==> config.mk <==
export PLATFORM = sky130hd
export DESIGN_NAME = melody_note_decoder_top_flat
export DESIGN_NICKNAME = d
export VERILOG_FILES = /design/src/rtl/mnd_pkg.sv /design/src/rtl/mnd_if.sv /design/src/rtl/mnd_decode.sv /design/src/rtl/mnd_scale.sv /design/src/rtl/mnd_div.sv /design/src/rtl/melody_note_decoder_top.sv /design/src/flat_wrapper.sv
export VERILOG_INCLUDE_DIRS = /design/src /design/src/rtl
export SDC_FILE = /design/constraint.sdc
export NUM_CORES = 2
export LEC_CHECK = 0
export ABC_AREA = 1
export ABC_CLOCK_PERIOD_IN_PS = 8450
export BUFFER_PORTS_ARGS = -buffer_cell sky130_fd_sc_hd__buf_4
export CORE_MARGIN = 2
export CORE_UTILIZATION = 56
export DETAILED_ROUTE_END_ITERATION = 10
export HOLD_SLACK_MARGIN = 0.02
export PLACE_DENSITY = 0.79
export REMOVE_ABC_BUFFERS = 1
export SYNTH_ARGS = -nofsm -noshare
export SYNTH_HDL_FRONTEND = slang
export SYNTH_SLANG_ARGS = --single-unit
==> constraint.sdc <==
create_clock -name clk_i -period 8.45 [get_ports clk_i]
set_clock_uncertainty 0.1 [all_clocks]
set_input_delay 2.1125 -clock clk_i [delete_from_list [all_inputs] [get_ports clk_i]]
set_output_delay 2.1125 -clock clk_i [all_outputs]
set_load 0.01 [all_outputs]
==> src/rtl/melody_note_decoder_top_macros.svh <==
// Assertion macros for the melody note decoder.
`ifndef MELODY_NOTE_DECODER_TOP_MACROS_SVH
`define MELODY_NOTE_DECODER_TOP_MACROS_SVH

// checked only out of reset
`define MND_ASSERT(lbl, prop, msg) \
  lbl: assert property (@(posedge clk_i) disable iff (!rst_ni) (prop)) else $error(msg);

// checked at every edge, reset included
`define MND_ASSERT_ALWAYS(lbl, prop, msg) \
  lbl: assert property (@(posedge clk_i) (prop)) else $error(msg);

`endif

==> src/rtl/mnd_pkg.sv <==
// Package: types, tables and constants of the melody note decoder.
`timescale 1ns / 1ps
`default_nettype none
package mnd_pkg;

  localparam int unsigned DIV_W    = 24;
  localparam int unsigned DIV_STEP = 4;
  localparam int unsigned DIV_NST  = DIV_W / DIV_STEP;

  localparam logic [13:0] FREQ_MAX = 14'h3FFF;

  localparam logic [8:0] BASE_FREQ [12] = '{
    9'd262, 9'd277, 9'd294, 9'd311, 9'd330, 9'd349,
    9'd369, 9'd392, 9'd415, 9'd440, 9'd466, 9'd494
  };

  localparam logic [3:0] NOTE_POS [7] = '{
    4'd0, 4'd2, 4'd4, 4'd5, 4'd7, 4'd9, 4'd11
  };

  typedef enum logic [2:0] {
    CFG_KEY_SHIFT     = 3'd0,
    CFG_OCTAVE_SHIFT  = 3'd1,
    CFG_WHOLE_NOTE_MS = 3'd2,
    CFG_SOUND_NUM     = 3'd3,
    CFG_SOUND_DEN     = 3'd4
  } cfg_idx_e;

  typedef enum logic [1:0] {
    EFF_NORMAL,
    EFF_LEGATO,
    EFF_STACCATO
  } effect_e;

  typedef enum logic [1:0] {
    OCT_MID,
    OCT_LOW,
    OCT_HIGH
  } oct_e;

  typedef struct packed {
    logic        bad;
    logic        rest;
    logic [3:0]  pos;
    oct_e        octave;
    logic        dotted;
    effect_e     effect;
    logic [15:0] len;
  } dec_t;

  typedef struct packed {
    logic        bad;
    logic        rest;
    logic [13:0] freq;
    logic [15:0] len;
    effect_e     effect;
  } side_t;

  typedef struct packed {
    side_t       side;
    logic [23:0] prod;
  } scl_t;

  typedef struct packed {
    side_t       side;
    logic [7:0]  rem;
    logic [23:0] work;
  } div_t;

endpackage
`default_nettype wire

==> src/rtl/mnd_if.sv <==
// Request and result channel interfaces of the melody note decoder.
`timescale 1ns / 1ps
`default_nettype none
interface mnd_note_if;
  logic       valid;
  logic       ready;
  logic [7:0] tone_code;
  logic [7:0] length_code;

  modport source (output valid, tone_code, length_code, input ready);
  modport sink (input valid, tone_code, length_code, output ready);
endinterface

interface mnd_result_if;
  logic        valid;
  logic        ready;
  logic [13:0] tone_freq;
  logic [15:0] sound_ms;
  logic [15:0] silent_ms;
  logic        bad_code;

  modport source (output valid, tone_freq, sound_ms, silent_ms, bad_code, input ready);
  modport sink (input valid, tone_freq, sound_ms, silent_ms, bad_code, output ready);
endinterface
`default_nettype wire

==> src/rtl/mnd_decode.sv <==
// Stage 1: decimal digit split, range checks and base note length.
`timescale 1ns / 1ps
`default_nettype none
module mnd_decode
  import mnd_pkg::*;
(
  input  wire logic        clk_i,
  input  wire logic        rst_ni,
  input  wire logic [15:0] whole_note_ms_i,
  input  wire logic        valid_i,
  input  wire logic [7:0]  tone_code_i,
  input  wire logic [7:0]  length_code_i,
  output      logic        ready_o,
  output      logic        valid_o,
  output      dec_t        data_o,
  input  wire logic        ready_i
);

  function automatic logic [4:0] div10(input logic [7:0] x);
    logic [15:0] m;
    m = 16'(x) * 16'd205;
    return m[15:11];
  endfunction

  logic       v_q;
  logic       en;
  dec_t       d_d, d_q;
  logic [4:0] t_q1, l_q1;
  logic [4:0] t_q2, l_q2;
  logic [3:0] note, range_dig, value, effect_dig;
  logic [1:0] sharp;
  logic [2:0] pos_idx;
  logic [3:0] pos;

  always_comb begin
    t_q1       = div10(tone_code_i);
    l_q1       = div10(length_code_i);
    t_q2       = div10({3'b0, t_q1});
    l_q2       = div10({3'b0, l_q1});
    note       = 4'(tone_code_i - 8'({3'b0, t_q1} * 8'd10));
    value      = 4'(length_code_i - 8'({3'b0, l_q1} * 8'd10));
    range_dig  = 4'(t_q1 - 5'(t_q2 * 5'd10));
    effect_dig = 4'(l_q1 - 5'(l_q2 * 5'd10));
    sharp      = t_q2[1:0];

    pos_idx = (note == 4'd0 || note > 4'd7) ? 3'd0 : 3'(note - 4'd1);
    pos     = NOTE_POS[pos_idx] + {2'b0, sharp};

    d_d        = '0;
    d_d.rest   = (note == 4'd0);
    d_d.pos    = pos;
    d_d.dotted = (l_q2 == 5'd1);
    d_d.len    = whole_note_ms_i >> value;
    d_d.bad    = (note > 4'd7) || (note != 4'd0 && pos > 4'd11) || (value > 4'd6);

    case (range_dig)
      4'd1:    d_d.octave = OCT_LOW;
      4'd3:    d_d.octave = OCT_HIGH;
      default: d_d.octave = OCT_MID;
    endcase

    case (effect_dig)
      4'd0:    d_d.effect = EFF_NORMAL;
      4'd1:    d_d.effect = EFF_LEGATO;
      default: d_d.effect = EFF_STACCATO;
    endcase
  end

  assign en      = !v_q || ready_i;
  assign ready_o = en;
  assign valid_o = v_q;
  assign data_o  = d_q;

  always_ff @(posedge clk_i or negedge rst_ni) begin
    if (!rst_ni) begin
      v_q <= 1'b0;
    end else if (en) begin
      v_q <= valid_i;
    end
  end

  always_ff @(posedge clk_i) begin
    if (en && valid_i) begin
      d_q <= d_d;
    end
  end

endmodule
`default_nettype wire

==> src/rtl/mnd_scale.sv <==
// Stage 2: transposed frequency, dotted length and sounding-fraction product.
`timescale 1ns / 1ps
`default_nettype none
module mnd_scale
  import mnd_pkg::*;
(
  input  wire logic              clk_i,
  input  wire logic              rst_ni,
  input  wire logic [3:0]        key_shift_i,
  input  wire logic signed [2:0] octave_shift_i,
  input  wire logic [7:0]        sound_num_i,
  input  wire logic              valid_i,
  input  wire dec_t              data_i,
  output      logic              ready_o,
  output      logic              valid_o,
  output      scl_t              data_o,
  input  wire logic              ready_i
);

  logic        v_q;
  logic        en;
  scl_t        s_d, s_q;
  logic [4:0]  j, jm;
  logic [1:0]  jq;
  logic [2:0]  oct_bits, oct_mag;
  logic [15:0] f;
  logic [16:0] len_sum;
  logic [15:0] len_d;

  always_comb begin
    j = 5'(data_i.pos) + 5'(key_shift_i);
    if (j >= 5'd24) begin
      jm = j - 5'd24;
      jq = 2'd2;
    end else if (j >= 5'd12) begin
      jm = j - 5'd12;
      jq = 2'd1;
    end else begin
      jm = j;
      jq = 2'd0;
    end

    oct_bits = octave_shift_i;
    oct_mag  = 3'(~oct_bits + 3'd1);
    f = 16'(BASE_FREQ[jm[3:0]]) << jq;
    if (oct_bits[2]) begin
      f = f >> oct_mag;
    end else begin
      f = f << oct_bits[1:0];
    end
    case (data_i.octave)
      OCT_LOW:  f = f >> 1;
      OCT_HIGH: f = f << 1;
      default:  f = f;
    endcase

    len_sum = {1'b0, data_i.len};
    if (data_i.dotted) begin
      len_sum = {1'b0, data_i.len} + {2'b0, data_i.len[15:1]};
    end
    len_d = len_sum[16] ? 16'hFFFF : len_sum[15:0];

    s_d             = '0;
    s_d.side.bad    = data_i.bad;
    s_d.side.rest   = data_i.rest;
    s_d.side.effect = data_i.effect;
    s_d.side.len    = len_d;
    if (data_i.rest) begin
      s_d.side.freq = '0;
    end else if (f > 16'(FREQ_MAX)) begin
      s_d.side.freq = FREQ_MAX;
    end else begin
      s_d.side.freq = f[13:0];
    end
    s_d.prod = 24'(len_d) * 24'(sound_num_i);
  end

  assign en      = !v_q || ready_i;
  assign ready_o = en;
  assign valid_o = v_q;
  assign data_o  = s_q;

  always_ff @(posedge clk_i or negedge rst_ni) begin
    if (!rst_ni) begin
      v_q <= 1'b0;
    end else if (en) begin
      v_q <= valid_i;
    end
  end

  always_ff @(posedge clk_i) begin
    if (en && valid_i) begin
      s_q <= s_d;
    end
  end

endmodule
`default_nettype wire

==> src/rtl/mnd_div.sv <==
// Pipelined restoring divider, four quotient bits per stage, note fields ride along.
`timescale 1ns / 1ps
`default_nettype none
module mnd_div
  import mnd_pkg::*;
(
  input  wire logic             clk_i,
  input  wire logic             rst_ni,
  input  wire logic [7:0]       den_i,
  input  wire logic             valid_i,
  input  wire side_t            side_i,
  input  wire logic [DIV_W-1:0] dividend_i,
  output      logic             ready_o,
  output      logic             valid_o,
  output      side_t            side_o,
  output      logic [DIV_W-1:0] quot_o,
  input  wire logic             ready_i
);

  function automatic div_t div_step(input div_t x, input logic [7:0] den);
    div_t       r;
    logic [8:0] r9;
    r = x;
    for (int b = 0; b < DIV_STEP; b++) begin
      r9     = {r.rem, r.work[DIV_W-1]};
      r.work = r.work << 1;
      if (r9 >= {1'b0, den}) begin
        r.rem     = 8'(r9 - {1'b0, den});
        r.work[0] = 1'b1;
      end else begin
        r.rem = r9[7:0];
      end
    end
    return r;
  endfunction

  logic [DIV_NST-1:0] v_q;
  logic [DIV_NST-1:0] en;
  logic [DIV_NST-1:0] v_in;
  div_t               st_in [DIV_NST];
  div_t               st_q  [DIV_NST];

  always_comb begin
    en[DIV_NST-1] = !v_q[DIV_NST-1] || ready_i;
    for (int k = DIV_NST - 2; k >= 0; k--) begin
      en[k] = !v_q[k] || en[k+1];
    end
    v_in[0]       = valid_i;
    st_in[0].side = side_i;
    st_in[0].rem  = '0;
    st_in[0].work = dividend_i;
    for (int k = 1; k < DIV_NST; k++) begin
      v_in[k]  = v_q[k-1];
      st_in[k] = st_q[k-1];
    end
  end

  always_ff @(posedge clk_i or negedge rst_ni) begin
    if (!rst_ni) begin
      v_q <= '0;
    end else begin
      for (int k = 0; k < DIV_NST; k++) begin
        if (en[k]) begin
          v_q[k] <= v_in[k];
        end
      end
    end
  end

  always_ff @(posedge clk_i) begin
    for (int k = 0; k < DIV_NST; k++) begin
      if (en[k] && v_in[k]) begin
        st_q[k] <= div_step(st_in[k], den_i);
      end
    end
  end

  assign ready_o = en[0];
  assign valid_o = v_q[DIV_NST-1];
  assign side_o  = st_q[DIV_NST-1].side;
  assign quot_o  = st_q[DIV_NST-1].work;

endmodule
`default_nettype wire

==> src/rtl/melody_note_decoder_top.sv <==
// Top level of the melody note decoder: config registers, stage chain, result register.
// Stages from request to result: decode, scale, 6 divider stages, result register.
// Throughput: one request per cycle while no stage is held by backpressure;
//   each divider stage resolves 4 quotient bits.
// Every stage holds its item under backpressure and takes a new one once it empties.
// Reset: config registers return to their defaults and all valid bits clear.
`timescale 1ns / 1ps
`default_nettype none
`include "melody_note_decoder_top_macros.svh"
module melody_note_decoder_top
  import mnd_pkg::*;
(
  input  wire logic        clk_i,
  input  wire logic        rst_ni,
  input  wire logic        cfg_we_i,
  input  wire logic [2:0]  cfg_idx_i,
  input  wire logic [15:0] cfg_data_i,
  mnd_note_if.sink         note_in,
  mnd_result_if.source     note_out
);

  logic [3:0]        key_shift_q;
  logic signed [2:0] octave_shift_q;
  logic [15:0]       whole_note_ms_q;
  logic [7:0]        sound_num_q;
  logic [7:0]        sound_den_q;

  always_ff @(posedge clk_i or negedge rst_ni) begin
    if (!rst_ni) begin
      key_shift_q     <= 4'd0;
      octave_shift_q  <= 3'sd0;
      whole_note_ms_q <= 16'd1600;
      sound_num_q     <= 8'd4;
      sound_den_q     <= 8'd5;
    end else if (cfg_we_i) begin
      unique case (cfg_idx_e'(cfg_idx_i))
        CFG_KEY_SHIFT:     key_shift_q     <= cfg_data_i[3:0];
        CFG_OCTAVE_SHIFT:  octave_shift_q  <= cfg_data_i[2:0];
        CFG_WHOLE_NOTE_MS: whole_note_ms_q <= cfg_data_i;
        CFG_SOUND_NUM:     sound_num_q     <= cfg_data_i[7:0];
        CFG_SOUND_DEN:     sound_den_q     <= cfg_data_i[7:0];
        default:           ;
      endcase
    end
  end

  logic             dec_valid, dec_ready;
  dec_t             dec_data;
  logic             scl_valid, scl_ready;
  scl_t             scl_data;
  logic             div_valid, div_ready;
  side_t            div_side;
  logic [DIV_W-1:0] div_quot;

  mnd_decode u_decode (
    .clk_i           (clk_i),
    .rst_ni          (rst_ni),
    .whole_note_ms_i (whole_note_ms_q),
    .valid_i         (note_in.valid),
    .tone_code_i     (note_in.tone_code),
    .length_code_i   (note_in.length_code),
    .ready_o         (note_in.ready),
    .valid_o         (dec_valid),
    .data_o          (dec_data),
    .ready_i         (dec_ready)
  );

  mnd_scale u_scale (
    .clk_i          (clk_i),
    .rst_ni         (rst_ni),
    .key_shift_i    (key_shift_q),
    .octave_shift_i (octave_shift_q),
    .sound_num_i    (sound_num_q),
    .valid_i        (dec_valid),
    .data_i         (dec_data),
    .ready_o        (dec_ready),
    .valid_o        (scl_valid),
    .data_o         (scl_data),
    .ready_i        (scl_ready)
  );

  mnd_div u_div (
    .clk_i      (clk_i),
    .rst_ni     (rst_ni),
    .den_i      (sound_den_q),
    .valid_i    (scl_valid),
    .side_i     (scl_data.side),
    .dividend_i (scl_data.prod),
    .ready_o    (scl_ready),
    .valid_o    (div_valid),
    .side_o     (div_side),
    .quot_o     (div_quot),
    .ready_i    (div_ready)
  );

  logic        out_v_q;
  logic        out_en;
  logic [15:0] snd;
  logic [13:0] freq_d, freq_q;
  logic [15:0] sound_d, sound_q;
  logic [15:0] silent_d, silent_q;
  logic        bad_d, bad_q;

  always_comb begin
    case (div_side.effect)
      EFF_LEGATO: snd = div_side.len;
      EFF_NORMAL: begin
        if (sound_den_q == 8'd0 || div_quot > {8'b0, div_side.len}) begin
          snd = div_side.len;
        end else begin
          snd = div_quot[15:0];
        end
      end
      default:    snd = div_side.len >> 1;
    endcase
    if (div_side.rest) begin
      snd = '0;
    end

    bad_d    = div_side.bad;
    freq_d   = div_side.freq;
    sound_d  = snd;
    silent_d = div_side.len - snd;
    if (div_side.bad) begin
      freq_d   = '0;
      sound_d  = '0;
      silent_d = '0;
    end
  end

  assign out_en    = !out_v_q || note_out.ready;
  assign div_ready = out_en;

  always_ff @(posedge clk_i or negedge rst_ni) begin
    if (!rst_ni) begin
      out_v_q <= 1'b0;
    end else if (out_en) begin
      out_v_q <= div_valid;
    end
  end

  always_ff @(posedge clk_i) begin
    if (out_en && div_valid) begin
      freq_q   <= freq_d;
      sound_q  <= sound_d;
      silent_q <= silent_d;
      bad_q    <= bad_d;
    end
  end

  assign note_out.valid     = out_v_q;
  assign note_out.tone_freq = freq_q;
  assign note_out.sound_ms  = sound_q;
  assign note_out.silent_ms = silent_q;
  assign note_out.bad_code  = bad_q;

  `MND_ASSERT(a_bad_zero, note_out.valid && note_out.bad_code |-> note_out.tone_freq == 14'd0 && note_out.sound_ms == 16'd0 && note_out.silent_ms == 16'd0, "bad code result not zeroed")
  `MND_ASSERT(a_rest_silent, note_out.valid && !note_out.bad_code && note_out.tone_freq == 14'd0 |-> note_out.sound_ms == 16'd0, "rest sounds")
  `MND_ASSERT(a_drain, out_v_q && note_out.ready && !div_valid |=> !note_out.valid, "result repeated")
  `MND_ASSERT_ALWAYS(a_reset_idle, !rst_ni |-> !note_out.valid, "result valid in reset")

endmodule
`default_nettype wire
==> src/flat_wrapper.sv <==
// flat-port wrapper written by rule: the top's interface ports become plain ports
module melody_note_decoder_top_flat import mnd_pkg::*;
  (clk_i, rst_ni, cfg_we_i, cfg_idx_i, cfg_data_i, note_in_valid, note_in_tone_code, note_in_length_code, note_in_ready, note_out_valid, note_out_tone_freq, note_out_sound_ms, note_out_silent_ms, note_out_bad_code, note_out_ready);
  mnd_note_if note_in_i ();
  mnd_result_if note_out_i ();
  input  wire logic clk_i;
  input  wire logic rst_ni;
  input  wire logic cfg_we_i;
  input  wire logic [2:0] cfg_idx_i;
  input  wire logic [15:0] cfg_data_i;
  input wire logic [$bits(note_in_i.valid)-1:0] note_in_valid;
  input wire logic [$bits(note_in_i.tone_code)-1:0] note_in_tone_code;
  input wire logic [$bits(note_in_i.length_code)-1:0] note_in_length_code;
  output wire logic [$bits(note_in_i.ready)-1:0] note_in_ready;
  output wire logic [$bits(note_out_i.valid)-1:0] note_out_valid;
  output wire logic [$bits(note_out_i.tone_freq)-1:0] note_out_tone_freq;
  output wire logic [$bits(note_out_i.sound_ms)-1:0] note_out_sound_ms;
  output wire logic [$bits(note_out_i.silent_ms)-1:0] note_out_silent_ms;
  output wire logic [$bits(note_out_i.bad_code)-1:0] note_out_bad_code;
  input wire logic [$bits(note_out_i.ready)-1:0] note_out_ready;
  assign note_in_i.valid = note_in_valid;
  assign note_in_i.tone_code = note_in_tone_code;
  assign note_in_i.length_code = note_in_length_code;
  assign note_in_ready = note_in_i.ready;
  assign note_out_valid = note_out_i.valid;
  assign note_out_tone_freq = note_out_i.tone_freq;
  assign note_out_sound_ms = note_out_i.sound_ms;
  assign note_out_silent_ms = note_out_i.silent_ms;
  assign note_out_bad_code = note_out_i.bad_code;
  assign note_out_i.ready = note_out_ready;
  melody_note_decoder_top u_core (.clk_i(clk_i), .rst_ni(rst_ni), .cfg_we_i(cfg_we_i), .cfg_idx_i(cfg_idx_i), .cfg_data_i(cfg_data_i), .note_in(note_in_i), .note_out(note_out_i));
endmodule
# [After elaboration in Yosys (flattened, before gate mapping)]
# Memories as Yosys holds them, arrays and structs flattened.
# Cells that the tools add are included.
[totals] ff_bits=180 ramBits=396 romBits=176 output_inout_bits=49 memories=3
[classes] n_addsub=36 n_mul=9 order_cmp=33 eq_ne=11 shift=4 muxes=127 bitwise=3 n_reduce_logical=43
[memory_table] memory="u_core.u_div.st_q" words=6 word_bits=66 read_ports=6 rd_clocked_by_memory_dff=0 write_ports=6 line="mnd_div.sv:41" source="div_t st_q [DIV_NST];"
[memory_table] memory="(no name shown)" words=16 word_bits=9 read_ports=1 rd_clocked_by_memory_dff=0 write_ports=0 line="mnd_scale.sv:45" source="f = 16'(BASE_FREQ[jm[3:0]]) << jq;"
[memory_table] memory="(no name shown)" words=8 word_bits=4 read_ports=1 rd_clocked_by_memory_dff=0 write_ports=0 line="mnd_decode.sv:47" source="pos = NOTE_POS[pos_idx] + {2'b0, sharp};"
[op_table] cell="8-bit two-way mux" count=48
[op_table] cell="9-bit by 8-bit greater-or-equal comparator with 1-bit output" count=23
[op_table] cell="8-bit subtractor" count=23
[op_table] cell="16-bit two-way mux" count=4
[op_table] cell="16-bit one-hot mux with 2 select lines" count=2
[op_table] cell="1-bit two-way mux" count=61
[op_table] cell="8-bit by 8-bit multiplier with 16-bit output (second input constant)" count=2
[op_table] cell="5-bit by 8-bit multiplier with 13-bit output (second input constant)" count=2
[op_table] cell="24-bit by 16-bit > comparator with 1-bit output" count=1
[op_table] cell="16-bit by 8-bit multiplier with 24-bit output" count=1
[op_table] cell="9-bit two-way mux" count=2
[op_table] cell="16-bit by 15-bit adder with 17-bit output" count=1
[op_table] cell="17-bit two-way mux" count=1
[op_table] cell="16-bit by 14-bit > comparator with 1-bit output (second input constant)" count=1
[op_table] cell="4-bit two-way mux" count=4
[op_table] cell="16-bit by 2-bit left shift with 16-bit output" count=1
[op_table] cell="9-bit by 2-bit left shift with 16-bit output" count=1
[op_table] cell="16-bit by 3-bit >> shifter with 16-bit output" count=1
[op_table] cell="16-bit by 4-bit >> shifter with 16-bit output" count=1
[op_table] cell="16-bit subtractor" count=1
[op_table] cell="4-bit subtractor" count=4
[op_table] cell="14-bit two-way mux" count=1
[op_table] cell="1-bit logical OR" count=13
[op_table] cell="5-bit greater-or-equal comparator (second input constant)" count=2
[op_table] cell="other kinds (34)" count=65

# [Depth between registers and ports, before layout]
[depth] word_depth=19 depth_mapped=57

# [Modules after synthesis]
# Synthesis repeated with hierarchy kept, for this count alone.
[hier_totals] hier_cells=4440 area_unflattened_um2=40742.8
[modules_own_cells] module="mnd_div" instances=1 cells_per_inst=2182 area_per_inst_um2=22185.0 seq_area_each_um2=11801.3
[modules_own_cells] module="mnd_scale" instances=1 cells_per_inst=1073 area_per_inst_um2=8341.8 seq_area_each_um2=1766.7
[modules_own_cells] module="mnd_decode" instances=1 cells_per_inst=662 area_per_inst_um2=5282.6 seq_area_each_um2=835.8
[modules_own_cells] module="melody_note_decoder_top" instances=1 cells_per_inst=523 area_per_inst_um2=4933.5 seq_area_each_um2=2419.8

# [Least setup slack after synthesis]
# No wires, ideal clock.
[synth_path] path_type="register to register" from="register u_core.sound_den_q[1]" to="memory u_core.u_div.st_q[3][25] (netlist name), data pin" arrival_ns=8.694 required_time_ns=8.097 setup_slack_ns=-0.597 path_stages_with_launch=51 n_path_buf=2 synth_period_minus_slack_ns=9.047 path_cell_list="dfrtp_1 -> inv_1 -> ha_1 -> nand3_1 -> nand2_1 -> nand2_1 -> o211ai_1 -> nand2_1 -> o211ai_1 -> buf_2 -> mux2_2 -> ha_1 -> nand2_1 -> nand2_1 -> a31oi_2 -> o21ai_1 -> a21oi_1 -> o21bai_2 -> (+15 left out) -> nor2_4 -> buf_4 -> nand2_1 -> o21ai_0 -> ha_1 -> a21oi_1 -> nand2_1 -> a21oi_1 -> inv_1 -> a21oi_1 -> inv_1 -> a21oi_1 -> o21bai_1 -> a211o_1 -> a21oi_2 -> nand2_2 -> nand2_1 -> nand2_1"
[synth_lines] item="start, declared" line="melody_note_decoder_top.sv:26" source="logic [7:0] sound_den_q;"
[synth_lines] item="start signal, assigned" line="melody_note_decoder_top.sv:41" source="CFG_SOUND_DEN: sound_den_q <= cfg_data_i[7:0];"
[synth_lines] item="end, declared" line="mnd_div.sv:41"

# [Final worst setup path]
[layout_path] from="input port note_in_tone_code[1]" to="register u_core.u_decode.d_q (netlist bit u_core.u_decode.data_o[19]), data pin"
[layout_via] elab_chain_cells=6
[layout_lines] item="start, declared" line="flat_wrapper.sv:12" source="input wire logic [$bits(note_in_i.tone_code)-1:0] note_in_tone_code;"
[layout_lines] item="8-bit by 8-bit multiplier with 16-bit output *" line="mnd_decode.sv:21" source="m = 16'(x) * 16'd205;"
[layout_lines] item="5-bit by 8-bit multiplier with 13-bit output" line="mnd_decode.sv:21"
[layout_lines] item="2-bit by 3-bit multiplier with 3-bit output" line="mnd_decode.sv:42" source="range_dig = 4'(t_q1 - 5'(t_q2 * 5'd10));"
[layout_lines] item="4-bit subtractor *" line="mnd_decode.sv:42"
[layout_lines] item="4-bit by 2-bit equality test with 1-bit output / 4-bit by 1-bit equality test with 1-bit output (equally long branches)" line="mnd_decode.sv:56" source="case (range_dig)"
[layout_lines] item="2-bit one-hot mux with 2 select lines *" line="mnd_decode.sv:56"
[layout_lines] item="end signal, assigned" line="mnd_decode.sv:84" source="d_q <= d_d;"
[layout_lines] item="end, declared" line="mnd_decode.sv:27" source="dec_t d_d, d_q;"
# Mark *: on every way between the ends. The rest lies on a longest branch, timed or not.
# A chain may end at the register's enable or synchronous reset.

==> run summary <==
* largest cells by area after synthesis: sky130_fd_sc_hd__edfxtp_1 (41%), sky130_fd_sc_hd__ha_1 (14%), sky130_fd_sc_hd__fa_1 (7.3%)
* mapped cell area: 38500 µm²
* via count of the first global-routing pass: 27900
* critical-path cell with the highest stage delay: sky130_fd_sc_hd__fa_1
* sinks on the clock net: 568
* total routing resource utilization after global routing: 23.9%
* post-layout net count: 4826
* first-pass GRT wire length: 137000 µm
* final setup fails: 0
* DRC: 0
* result of the run: completed
* part of the cycle the worst path needs: 97.6%
* vias per std cell: 5.55
* Yosys warnings: 0
* Area growth syn-to-layout: 15.0%
* number of DRC markers after the initial detailed-route iteration: 2182
* number of flip-flops and latches in the synthesized netlist: 568
* effective utilization at floorplan: 56.4%
* number of buffers created by CTS: 58
* required time of the critical path: 8700 ps
* Total Wirelength: 87100 µm
* area share of the largest cell type after synthesis: 40.5%
* average wire per standard cell: 16.9 µm
* startpoint class of the critical path: input pin
* clock tree from TritonCTS: built
* Syn Inst Count: 3937
* top_reg_cell synth: sky130_fd_sc_hd__edfxtp_1
* category of the worst setup path capture point: flop
* part of the Yosys area used for sequential elements: 43.7%
* grt total ovfl: 0
* vertical extent of the die: 266 µm
* post-detailed-placement cell area: 41100 µm²
* post-synthesis cell type count: 65
* post-synthesis area per instance: 9.78 µm²
* cell accounting for the most synthesized area: sky130_fd_sc_hd__edfxtp_1
* max_cap viols: 0
* worst setup path class: in2reg
* first-pass iteration count of the detailed router: 6
* worst-skew pair later-pin latency: 650 ps
* placer congestion estimate: 0.920
* number of enable-type register cells in the synthesized netlist: 520
* maximum number of pins on one net before global-route repair: 67
* standard-cell row count: 96
* number of hold violations in the final report: 0
* Min Clock Period, post-route: 8250 ps
* Max Clk Rate: 121 MHz
* cell area after layout: 44300 µm²
* maximum single-stage delay on the critical path: 580 ps
* Relative slew margins: 28.4%
* Chip Width: 266 µm
* number of top-level pins: 89
* number of vias after detailed routing: 28600
* Longest Clk Path Bufs: 3
* remaining number of nets flagged by the antenna check after routing: 0
* hold crit path type: reg2reg
* endpoint arrival time on the critical path: 8490 ps
* area enclosed by the die boundary: 70900 µm²
* Crit Path Max Fanout: 3
* Clock Pin Slew Worst Setup and Hold Paths: 60 ps
* Port Buffers: 88
* H-tree Lvls: 2
* library cell used as clock root buffer: sky130_fd_sc_hd__clkbuf_16
* worst-margin pin slew: 1070 ps
* placeable core region: 68300 µm²
* fin. max-slew vios: 0
* utilization after layout: 64.8%
* ratio of cells with drive above 1 in the final layout: 15.1%
* RSZ-0062 raised after global routing: yes
* number of antenna violations at the first check in global routing: 1
* hpwl dp: 64300 µm
* share of flip-flops with an asynchronous set or reset: 8.45%
[state kept, by name (all words and copies together) (netlist names), 6 cells and up]
| name | count |
|---|---|
| u_core.u_div.st_q | 388 |
| u_core.u_scale.data_o | 58 |
| u_core.u_decode.data_o | 27 |
| u_core.note_out.silent_ms | 16 |
| u_core.note_out.sound_ms | 16 |
| u_core.whole_note_ms_q | 16 |
| u_core.note_out.tone_freq | 14 |
| u_core.sound_den_q | 8 |
| u_core.sound_num_q | 8 |
| u_core.u_div.v_q | 6 |
[routing by layer]
layer,GRT usage (%),wire length (µm),vias to the layer above
met5,0,0,-
met4,7.80,2780,0
met3,3.12,5060,223
met2,41.8,43200,952
met1,30.8,36100,13500
li1,-,-,13900
[worst max-delay path: cells and delay by family]
family,cells,cell delay (ps)
xor+xnor,2,350
simple gates,9,880
buf+inv,8,690
fa+ha+maj,10,3720
compound gates,5,720
[through the flow]
stage,std cells,hold WS [ps],TNS (ps),worst slack (ps)
2_1_floorplan,3870,300,-16130,-545
3_3_place_gp,4991,300,-3090,-516
3_5_place_dp,4991,305,-4000,-679
4_1_cts,5101,258,0,2.16
5_1_grt,5149,254,-5480,-235
6_report,5150,263,0,202
[cell type report]
cell class                      count  area, µm²
Fill cell                        5092      24100
Multi-Input combinational cell   2710      20000
Sequential cell                   568      16800
Inverter                          592       2260
Timing Repair Buffer              287       2200
Clock buffer                       82       1590
Tap cell                          882       1100
Clock inverter                     28        325
Antenna cell                        1       2.50
[worst paths after layout]
check                                           from                          to  slack [ps]  cells after the start
max                             note_in_tone_code[1]  u_core.u_decode.data_o[19]         200                     34
min                        u_core.u_scale.data_o[54]    u_core.u_div.st_q[0][62]         260                      0
max reg2reg                    u_core.sound_den_q[2]    u_core.u_div.st_q[1][24]         230                     53
min reg2reg                u_core.u_scale.data_o[54]    u_core.u_div.st_q[0][62]         260                      0
max in group asynchronous                     rst_ni         u_core.u_div.v_q[0]        6290                      1
min in group asynchronous                     rst_ni  u_core.whole_note_ms_q[12]        1430                      1
[Yosys cell counts (all sizes together) (27+ instances only)]
| master | number |
|---|---|
| ha | 429 |
| a21oi | 254 |
| xor2 | 138 |
| nand2 | 717 |
| nor3 | 28 |
| or2 | 27 |
| nor2 | 299 |
| edfxtp | 520 |
| o211ai | 45 |
| nand4 | 37 |
| nand3 | 169 |
| xnor2 | 34 |
| dfrtp | 42 |
| o21ai | 253 |
| clkbuf | 32 |
| buf | 35 |
| fa | 140 |
| inv | 588 |
[cell families after synthesis]
family	count (synthesis)	share of synthesized area (%)
AOI/OAI and AO/OA	655	9.78
buffers and inverters	659	6.59
muxes	15	0.429
adders and majority gates	569	21.2
DFF	568	43.7
and+or+nand+nor	1299	14.4
xor gates and xnor gates	172	3.93
[what timing repair did]
item / 4_1_cts / 5_1_grt
buffers inserted: 0 / 48
gates resized for setup: 5 / 187
hold buffers: 0 / 0
setup endpoints to repair: 17 / 56
pin swaps: 1 / 60
[cells in the final DEF (no fill, tap or decap), types with 14 or more instances in the layout]
cell type                   synthesis  routed
sky130_fd_sc_hd__fa_1             140     137
sky130_fd_sc_hd__nand3_1          157     157
sky130_fd_sc_hd__clkbuf_16          0      59
sky130_fd_sc_hd__o21bai_1          21      19
sky130_fd_sc_hd__nand2_2           19      25
sky130_fd_sc_hd__inv_2             10      14
sky130_fd_sc_hd__nand2_1          694     687
sky130_fd_sc_hd__buf_4              6     277
sky130_fd_sc_hd__ha_1             429     396
sky130_fd_sc_hd__xor2_1           137     133
sky130_fd_sc_hd__inv_1            576     565
sky130_fd_sc_hd__o211ai_1          42      42
sky130_fd_sc_hd__a21oi_2            5      40
sky130_fd_sc_hd__or2_2             25      23
sky130_fd_sc_hd__a21oi_1          249     214
sky130_fd_sc_hd__a31oi_1           17      17
sky130_fd_sc_hd__xnor2_1           34      34
sky130_fd_sc_hd__edfxtp_1         520     520
sky130_fd_sc_hd__nor2_1           288     279
sky130_fd_sc_hd__o21ai_2           13      34
sky130_fd_sc_hd__o21ai_0          190     164
sky130_fd_sc_hd__o21ai_1           50      54
sky130_fd_sc_hd__clkbuf_1          32      20
sky130_fd_sc_hd__nor3_1            28      27
sky130_fd_sc_hd__dfrtp_1           42      42
sky130_fd_sc_hd__ha_4               0      27
sky130_fd_sc_hd__nand4_1           37      37
Power is left out: the tool's default activity adds up to more than one toggle a clock period on the data nets, which glitch-free logic cannot reach.
